--- config.mk ---
export PLATFORM = sky130hd
export DESIGN_NAME = sorted_priority_queue_top_flat
export DESIGN_NICKNAME = d
export VERILOG_FILES = /design/src/spq_pkg.sv /design/src/spq_if.sv /design/src/spq_cell.sv /design/src/sorted_priority_queue_top.sv /design/src/flat_wrapper.sv
export SDC_FILE = /design/constraint.sdc
export NUM_CORES = 2
export LEC_CHECK = 0
export BUFFER_PORTS_ARGS = -buffer_cell sky130_fd_sc_hd__buf_2
export CAP_MARGIN = 20
export CORE_UTILIZATION = 44
export DETAILED_ROUTE_END_ITERATION = 8
export SYNTH_ARGS = -nofsm -noshare
export SYNTH_HDL_FRONTEND = slang
export SYNTH_HIERARCHICAL = 1
export SYNTH_SLANG_ARGS = --single-unit
--- constraint.sdc ---
create_clock -name clk_i -period 8.2 [get_ports clk_i]
set_clock_uncertainty 0.15 [all_clocks]
set_input_delay 0 -clock clk_i [delete_from_list [all_inputs] [get_ports clk_i]]
set_output_delay 0 -clock clk_i [all_outputs]
set_load 0.01 [all_outputs]
--- src/spq_pkg.sv ---
package spq_pkg;

  // Number of entries held by the queue; the cell chain is this long.
  localparam int unsigned DEPTH  = 16;
  localparam int unsigned CNT_W  = $clog2(DEPTH + 1);
  localparam int unsigned DATA_W = 32;
  localparam int unsigned OCC_W  = 5;

  typedef enum logic {
    OP_INSERT = 1'b0,
    OP_DELETE = 1'b1
  } opcode_e;

  typedef enum logic [1:0] {
    STATUS_OK        = 2'd0,
    STATUS_OVERFLOW  = 2'd1,
    STATUS_UNDERFLOW = 2'd2
  } status_e;

  typedef struct packed {
    logic [DATA_W-1:0] value;
    logic [DATA_W-1:0] prio;
  } entry_t;

  typedef struct packed {
    logic insert;
    logic remove;
  } cell_ctrl_t;

endpackage

--- src/spq_if.sv ---
interface spq_req_if import spq_pkg::*; ();
  logic                     valid;
  logic                     ready;
  opcode_e                  opcode;
  logic signed [DATA_W-1:0] item_value;
  logic signed [DATA_W-1:0] item_priority;

  modport source (output valid, opcode, item_value, item_priority, input ready);
  modport sink   (input valid, opcode, item_value, item_priority, output ready);
endinterface

interface spq_rsp_if import spq_pkg::*; ();
  logic                     valid;
  logic                     ready;
  status_e                  status;
  logic signed [DATA_W-1:0] removed_value;
  logic signed [DATA_W-1:0] removed_priority;
  logic [OCC_W-1:0]         occupancy;

  modport source (output valid, status, removed_value, removed_priority, occupancy,
                  input ready);
  modport sink   (input valid, status, removed_value, removed_priority, occupancy,
                  output ready);
endinterface

--- src/spq_cell.sv ---
module spq_cell import spq_pkg::*; (
  input  logic       clk_i,
  input  cell_ctrl_t ctrl_i,
  input  logic       occupied_i,
  input  entry_t     new_i,
  input  entry_t     left_i,
  input  logic       left_stay_i,
  input  entry_t     right_i,
  output logic       stay_o,
  output entry_t     entry_o
);

  entry_t entry_q, entry_d;

  // Stay put when this entry is served no later than the new one.
  assign stay_o = occupied_i && ($signed(entry_q.prio) <= $signed(new_i.prio));

  always_comb begin
    entry_d = entry_q;
    if (ctrl_i.insert) begin
      if (stay_o) begin
        entry_d = entry_q;
      end else if (left_stay_i) begin
        entry_d = new_i;
      end else begin
        entry_d = left_i;
      end
    end else if (ctrl_i.remove) begin
      entry_d = right_i;
    end
  end

  always_ff @(posedge clk_i) begin
    entry_q <= entry_d;
  end

  assign entry_o = entry_q;

endmodule

--- src/sorted_priority_queue_top.sv ---
// Sorted priority queue of DEPTH entries (value, signed priority).
// Request channel req_i: opcode insert or delete, with item_value and
// item_priority used on insert. Response channel rsp_o: one response per
// request with status (ok, overflow, underflow), the removed entry on a
// successful delete (zero otherwise) and the occupancy after the request.
// Entries are held in a chain of cells in ascending priority order, the head
// in cell 0. On insert every cell compares its priority with the new one at
// once and either holds, takes the new entry or takes its left neighbor; on
// delete every cell takes its right neighbor. Ties leave in arrival order.
// The response is valid in the cycle after the request is accepted.
// Throughput: one request per cycle while responses are taken, set by the
// cell update and the one-entry response register.
// When the receiver stalls, the response register holds its result and
// req_i.ready drops until it is taken.
// Reset clears the entry count and the response valid; the queue is empty
// and ready at once, with no clearing pass.
module sorted_priority_queue_top import spq_pkg::*; (
  input  logic clk_i,
  input  logic rst_ni,
  spq_req_if.sink   req_i,
  spq_rsp_if.source rsp_o
);

  logic [CNT_W-1:0] count_q, count_d;
  logic             rsp_valid_q;
  status_e          status_q, status_d;
  logic [DATA_W-1:0] rv_q, rv_d, rp_q, rp_d;
  logic [OCC_W-1:0] occ_q;

  logic       accept;
  logic       full, empty;
  cell_ctrl_t ctrl;
  entry_t     new_entry;

  entry_t     cell_entry [DEPTH];
  logic       cell_stay  [DEPTH];

  // Take a new request whenever the response slot is free or being drained.
  assign req_i.ready = !rsp_valid_q || rsp_o.ready;
  assign accept      = req_i.valid && req_i.ready;

  assign full  = (count_q == CNT_W'(DEPTH));
  assign empty = (count_q == '0);

  assign ctrl.insert = accept && (req_i.opcode == OP_INSERT) && !full;
  assign ctrl.remove = accept && (req_i.opcode == OP_DELETE) && !empty;

  assign new_entry.value = req_i.item_value;
  assign new_entry.prio  = req_i.item_priority;

  // Cell chain: left neighbor feeds inserts, right neighbor feeds deletes.
  for (genvar i = 0; i < DEPTH; i++) begin : g_cell
    entry_t left_entry, right_entry;
    logic   left_stay;
    logic   occupied;

    assign occupied = (CNT_W'(i) < count_q);

    if (i == 0) begin : g_head
      assign left_entry = new_entry;
      assign left_stay  = 1'b1;
    end else begin : g_body
      assign left_entry = cell_entry[i-1];
      assign left_stay  = cell_stay[i-1];
    end

    if (i == DEPTH - 1) begin : g_tail
      assign right_entry = cell_entry[i];
    end else begin : g_inner
      assign right_entry = cell_entry[i+1];
    end

    spq_cell u_cell (
      .clk_i       (clk_i),
      .ctrl_i      (ctrl),
      .occupied_i  (occupied),
      .new_i       (new_entry),
      .left_i      (left_entry),
      .left_stay_i (left_stay),
      .right_i     (right_entry),
      .stay_o      (cell_stay[i]),
      .entry_o     (cell_entry[i])
    );
  end

  // Entry count and response payload.
  always_comb begin
    count_d  = count_q;
    status_d = STATUS_OK;
    rv_d     = '0;
    rp_d     = '0;
    if (accept) begin
      case (req_i.opcode)
        OP_INSERT: begin
          if (full) begin
            status_d = STATUS_OVERFLOW;
          end else begin
            count_d = count_q + CNT_W'(1);
          end
        end
        OP_DELETE: begin
          if (empty) begin
            status_d = STATUS_UNDERFLOW;
          end else begin
            rv_d    = cell_entry[0].value;
            rp_d    = cell_entry[0].prio;
            count_d = count_q - CNT_W'(1);
          end
        end
        default: begin
          status_d = STATUS_OK;
        end
      endcase
    end
  end

  always_ff @(posedge clk_i or negedge rst_ni) begin
    if (!rst_ni) begin
      count_q     <= '0;
      rsp_valid_q <= 1'b0;
    end else begin
      count_q <= count_d;
      if (accept) begin
        rsp_valid_q <= 1'b1;
      end else if (rsp_o.ready) begin
        rsp_valid_q <= 1'b0;
      end
    end
  end

  // Load the response only with a new request; hold it while stalled.
  always_ff @(posedge clk_i) begin
    if (accept) begin
      status_q <= status_d;
      rv_q     <= rv_d;
      rp_q     <= rp_d;
      occ_q    <= OCC_W'(count_d);
    end
  end

  assign rsp_o.valid            = rsp_valid_q;
  assign rsp_o.status           = status_q;
  assign rsp_o.removed_value    = rv_q;
  assign rsp_o.removed_priority = rp_q;
  assign rsp_o.occupancy        = occ_q;

`ifndef SYNTHESIS
  a_count_bound: assert property (@(posedge clk_i) disable iff (!rst_ni)
    count_q <= CNT_W'(DEPTH))
    else $error("entry count exceeds depth");

  a_insert_count: assert property (@(posedge clk_i) disable iff (!rst_ni)
    ctrl.insert |=> count_q == $past(count_q) + CNT_W'(1))
    else $error("insert did not grow the queue by one");

  a_delete_head: assert property (@(posedge clk_i) disable iff (!rst_ni)
    ctrl.remove |=> (rp_q == $past(cell_entry[0].prio)) &&
                    (rv_q == $past(cell_entry[0].value)))
    else $error("delete did not return the head entry");

  a_underflow_zero: assert property (@(posedge clk_i) disable iff (!rst_ni)
    rsp_valid_q && (status_q == STATUS_UNDERFLOW) |-> (rv_q == '0) && (occ_q == '0))
    else $error("underflow response carries data");

  a_stall_blocks: assert property (@(posedge clk_i) disable iff (!rst_ni)
    rsp_valid_q && !rsp_o.ready |-> !req_i.ready)
    else $error("request taken while response stalled");
`endif

endmodule
--- src/flat_wrapper.sv ---
// flat-port wrapper written by rule: the top's interface ports become plain ports
module sorted_priority_queue_top_flat import spq_pkg::*;
  (clk_i, rst_ni, req_i_valid, req_i_opcode, req_i_item_value, req_i_item_priority, req_i_ready, rsp_o_valid, rsp_o_status, rsp_o_removed_value, rsp_o_removed_priority, rsp_o_occupancy, rsp_o_ready);
  spq_req_if req_i_i ();
  spq_rsp_if rsp_o_i ();
  input  logic clk_i;
  input  logic rst_ni;
  input wire logic [$bits(req_i_i.valid)-1:0] req_i_valid;
  input wire logic [$bits(req_i_i.opcode)-1:0] req_i_opcode;
  input wire logic [$bits(req_i_i.item_value)-1:0] req_i_item_value;
  input wire logic [$bits(req_i_i.item_priority)-1:0] req_i_item_priority;
  output wire logic [$bits(req_i_i.ready)-1:0] req_i_ready;
  output wire logic [$bits(rsp_o_i.valid)-1:0] rsp_o_valid;
  output wire logic [$bits(rsp_o_i.status)-1:0] rsp_o_status;
  output wire logic [$bits(rsp_o_i.removed_value)-1:0] rsp_o_removed_value;
  output wire logic [$bits(rsp_o_i.removed_priority)-1:0] rsp_o_removed_priority;
  output wire logic [$bits(rsp_o_i.occupancy)-1:0] rsp_o_occupancy;
  input wire logic [$bits(rsp_o_i.ready)-1:0] rsp_o_ready;
  assign req_i_i.valid = req_i_valid;
  assign req_i_i.opcode = req_i_opcode;
  assign req_i_i.item_value = req_i_item_value;
  assign req_i_i.item_priority = req_i_item_priority;
  assign req_i_ready = req_i_i.ready;
  assign rsp_o_valid = rsp_o_i.valid;
  assign rsp_o_status = rsp_o_i.status;
  assign rsp_o_removed_value = rsp_o_i.removed_value;
  assign rsp_o_removed_priority = rsp_o_i.removed_priority;
  assign rsp_o_occupancy = rsp_o_i.occupancy;
  assign rsp_o_i.ready = rsp_o_ready;
  sorted_priority_queue_top u_core (.clk_i(clk_i), .rst_ni(rst_ni), .req_i(req_i_i), .rsp_o(rsp_o_i));
endmodule
==> flow_results.xml <==
<?xml version="1.0" encoding="UTF-8"?>
<metrics>
  <group name="timing">
    <metric name="worst_hold_slack" unit="ns">0.0395</metric>
    <metric name="hold_viol_final" unit="">0</metric>
    <metric name="timing.fmax" unit="GHz">0.194</metric>
    <metric name="setup_tns" unit="ns">0</metric>
    <metric name="tightest_slew_margin_relative_to_the_limit" unit="%">16.3</metric>
    <metric name="drv_slew" unit="">0</metric>
    <metric name="post-route-period-util" unit="%">62.9</metric>
    <metric name="setup_violations" unit="">0</metric>
    <metric name="timing_worst_slew_pin_value" unit="ns">1.26</metric>
    <metric name="rsz0062_at_grt" unit="">no</metric>
    <metric name="period_needed" unit="ns">5.16</metric>
  </group>
  <group name="floorplanning">
    <metric name="core_area" unit="um2">155000</metric>
    <metric name="fp.dieArea" unit="um2">158000</metric>
    <metric name="die_height" unit="um">398</metric>
    <metric name="floorplan.rows" unit="">144</metric>
    <metric name="design.portCount" unit="">142</metric>
    <metric name="width_of_the_chip" unit="um">398</metric>
    <metric name="initial_standard_cell_utilization_of_the_core" unit="%">44.5</metric>
  </group>
  <group name="finish">
    <metric name="nets" unit="">7180</metric>
    <metric name="sequential_cell_area" unit="um2">33000</metric>
    <metric name="post_route_cells_drive_above_1_share" unit="%">7.73</metric>
    <metric name="area_growth" unit="%">10.9</metric>
    <metric name="area_used_by_multi_input_combinational_logic" unit="um2">32600</metric>
    <metric name="number_of_inserted_filler_cells_in_the_final_layout" unit="">14000</metric>
  </group>
  <group name="worst_setup_path">
    <metric name="crit_chain" unit="">inv_1 -&gt; ha_1 -&gt; a31oi_1 -&gt; and2_4 -&gt; buf_4 -&gt; o22ai_1 -&gt; a31oi_4 -&gt; buf_4</metric>
    <metric name="critical_path_arrival" unit="ns">5.39</metric>
    <metric name="top_family_by_delay_on_critical_path" unit="">buffers and inverters</metric>
    <metric name="worst_setup_sp_type" unit="">flip-flop</metric>
    <metric name="critical-path-slowest-cell" unit="">sky130_fd_sc_hd__a31oi_4</metric>
    <metric name="critical_path_class" unit="">reg -&gt; reg</metric>
    <metric name="timing.critical_path.fanout_max" unit="">79</metric>
    <metric name="worst-endpoint-required" unit="ns">8.43</metric>
    <metric name="critPathCaptureType" unit="">flip-flop</metric>
    <metric name="critical_path.n_buffers_inverters" unit="">3</metric>
    <metric name="timing.critical_path.mode_cell" unit="">sky130_fd_sc_hd__buf_4</metric>
    <metric name="critPathMaxStageDelay" unit="ns">0.75</metric>
  </group>
  <group name="clock_tree">
    <metric name="cts_inserted_buffers" unit="">130</metric>
    <metric name="cts_post_setup_buffers_inserted" unit="">0</metric>
    <metric name="clock_tree.htree_level_count" unit="">4</metric>
    <metric name="cts_sinks" unit="">1101</metric>
    <metric name="cts_tree" unit="">yes</metric>
    <metric name="clkLatencyLatePin" unit="ns">0.77</metric>
    <metric name="cts_resized" unit="">0</metric>
    <metric name="clk_path_buf_depth" unit="">3</metric>
    <metric name="clkSlewWorstSetupHoldPaths" unit="ns">0.05</metric>
    <metric name="cts_root_buf" unit="">sky130_fd_sc_hd__clkbuf_16</metric>
  </group>
  <group name="route">
    <metric name="wire_per_inst" unit="um">20.1</metric>
    <metric name="detail_route.iter0.violations" unit="">4004</metric>
    <metric name="route.final.wire_length" unit="um">175000</metric>
    <metric name="final_antenna_net_count" unit="">0</metric>
    <metric name="num_vias" unit="">48400</metric>
    <metric name="dr.pass1.iters" unit="">5</metric>
    <metric name="detail_route.drc_violations" unit="">0</metric>
    <metric name="routed_via_density" unit="">5.53</metric>
  </group>
  <group name="placed_design">
    <metric name="half_perimeter_wire_length_after_placement" unit="um">123000</metric>
    <metric name="gp_congestion" unit="">0.878</metric>
    <metric name="port_buffers" unit="">141</metric>
  </group>
  <group name="synthesis">
    <metric name="postSynthNetCount" unit="">7128</metric>
    <metric name="synth_area_per_cell" unit="um2">10.5</metric>
    <metric name="mappedNetlistArea" unit="um2">68800</metric>
    <metric name="synth.yosys.warnings" unit="">6</metric>
    <metric name="synth_cells" unit="">6543</metric>
  </group>
  <group name="global_route">
    <metric name="number_of_global_route_vias_before_repair" unit="">47200</metric>
    <metric name="antenna_found_initial" unit="">9</metric>
    <metric name="grt_pass1_wl" unit="um">274000</metric>
    <metric name="gr-total-overflow" unit="">0</metric>
    <metric name="grt_max_degree" unit="">301</metric>
    <metric name="globalRouteTotalUtil" unit="%">21.9</metric>
  </group>
  <group name="power">
    <metric name="worst_ir_drop_vdd" unit="V">0.000210</metric>
    <metric name="pwr_density_cell" unit="nW/um2">261</metric>
    <metric name="power.leakage" unit="nW">30.7</metric>
  </group>
  <group name="run">
    <metric name="number_of_max_capacitance_violations_reported" unit="">0</metric>
  </group>
  <group name="hold_path">
    <metric name="hold_path_class" unit="">in -&gt; reg</metric>
  </group>
  <group name="outcome">
    <metric name="outcome" unit="">completed</metric>
  </group>
</metrics>
==> report_power, final <==
group / internal (W) / leakage, nW / switching, W / total, W
Combinational: 0.00235 / 18.4 / 0.00371 / 0.00606
Clock: 0.00329 / 2.00 / 0.00237 / 0.00566
Sequential: 0.00754 / 10.4 / 0.000673 / 0.00822
==> layer usage <==
layer,wire (um),up-vias,global-route usage [%]
met5,31,-,0
met4,4140,4,5.91
met3,9220,243,3.10
met2,75800,1230,33.0
met1,86200,22900,32.6
li1,-,24100,-
==> cell type report <==
| cell class | count | share of cell area (%) |
|---|---|---|
| clock buffers | 176 | 4.69 |
| inverters | 533 | 2.62 |
| well taps | 2044 | 3.35 |
| clock inverters | 58 | 0.701 |
| diodes | 5 | 0.0164 |
| repair buffers | 283 | 2.66 |
| multi-input cells | 4546 | 42.7 |
| flip-flops and latches | 1101 | 43.3 |
==> worst register-to-register path, stage by stage (launching register included) <==
cell and delay, ns:
sky130_fd_sc_hd__dfrtp_1 0.52, sky130_fd_sc_hd__inv_1 0.16, sky130_fd_sc_hd__ha_1 0.26, sky130_fd_sc_hd__a31oi_1 0.36
sky130_fd_sc_hd__and2_4 0.68, sky130_fd_sc_hd__buf_4 0.79, sky130_fd_sc_hd__o22ai_1 0.28, sky130_fd_sc_hd__a31oi_4 0.75
sky130_fd_sc_hd__buf_4 0.68
==> through the flow <==
stage          utilization, %  cell area [um2]  std cells  power (W)  worst slack [ns]
6_report                 49.3            76300       8746     0.0199              3.04
5_1_grt                  49.3            76300       8744     0.0210              2.75
4_1_cts                  49.3            76300       8740     0.0201              3.06
3_5_place_dp             46.2            71500       8436     0.0143              3.11
3_3_place_gp             46.2            71500       8436     0.0141              3.20
2_1_floorplan               -            68800       6543     0.0126             0.829
==> cell usage in the layout (no fill, tap or decap), drive strengths merged, types with 6 or more instances in the layout <==
cell type,instances
a2111o,14
a211oi,24
a21boi,16
a21o,77
a21oi,1195
a221o,14
a31o,16
a31oi,19
a32oi,14
and2,82
and2b,13
and4,14
buf,213
bufinv,7
clkbuf,176
clkinv,44
dfrtp,6
dlygate4sd3,70
edfxtp,1095
ha,516
inv,538
mux2i,1025
nand2,75
nand2b,8
nand3,74
nand4,98
nor2,1056
nor2b,16
nor3,15
nor4,46
o211ai,16
o21ai,32
o22ai,18
o31ai,14
or2,14
==> flip-flops by register name, indices dropped and copies added, names as in the netlist <==
signal and cells:
u_core/rsp_o.occupancy 5, u_core/rsp_o.removed_value 32, u_core/rsp_o.removed_priority 32, u_core/rsp_o.valid 1, u_core/rsp_o.status 2, u_core/g_cell.u_cell/entry_o 1024, u_core/count_q 5
==> what timing repair did <==
item / CTS / global route
setup endpoints to repair: 0 / 0
hold buffers: 70 / 0
endpoints found under the hold margin: 1027 / 0
==> worst paths after layout <==
| path | startpoint | slack (ns) | cells past startpoint | to |
|---|---|---|---|---|
| min reg2reg | u_core/g_cell[0].u_cell/entry_o[58]$_DFFE_PP_ | 0.42 | 1 | u_core/rsp_o.removed_value[26]$_SDFFCE_PP0P_ |
| min | rsp_o_ready | 0.04 | 4 | u_core/count_q[1]$_DFF_PN0_ |
| max reg2reg | u_core/count_q[1]$_DFF_PN0_ | 3.04 | 8 | u_core/g_cell[3].u_cell/entry_o[8]$_DFFE_PP_ |
| min in group asynchronous | rst_ni | 0.12 | 3 | u_core/rsp_o.valid$_DFFE_PN0P_ |
| max in group asynchronous | rst_ni | 7.41 | 3 | u_core/count_q[3]$_DFF_PN0_ |
| max | u_core/count_q[1]$_DFF_PN0_ | 3.04 | 8 | u_core/g_cell[3].u_cell/entry_o[8]$_DFFE_PP_ |
Note: power is estimated with default switching activity, not from simulation.
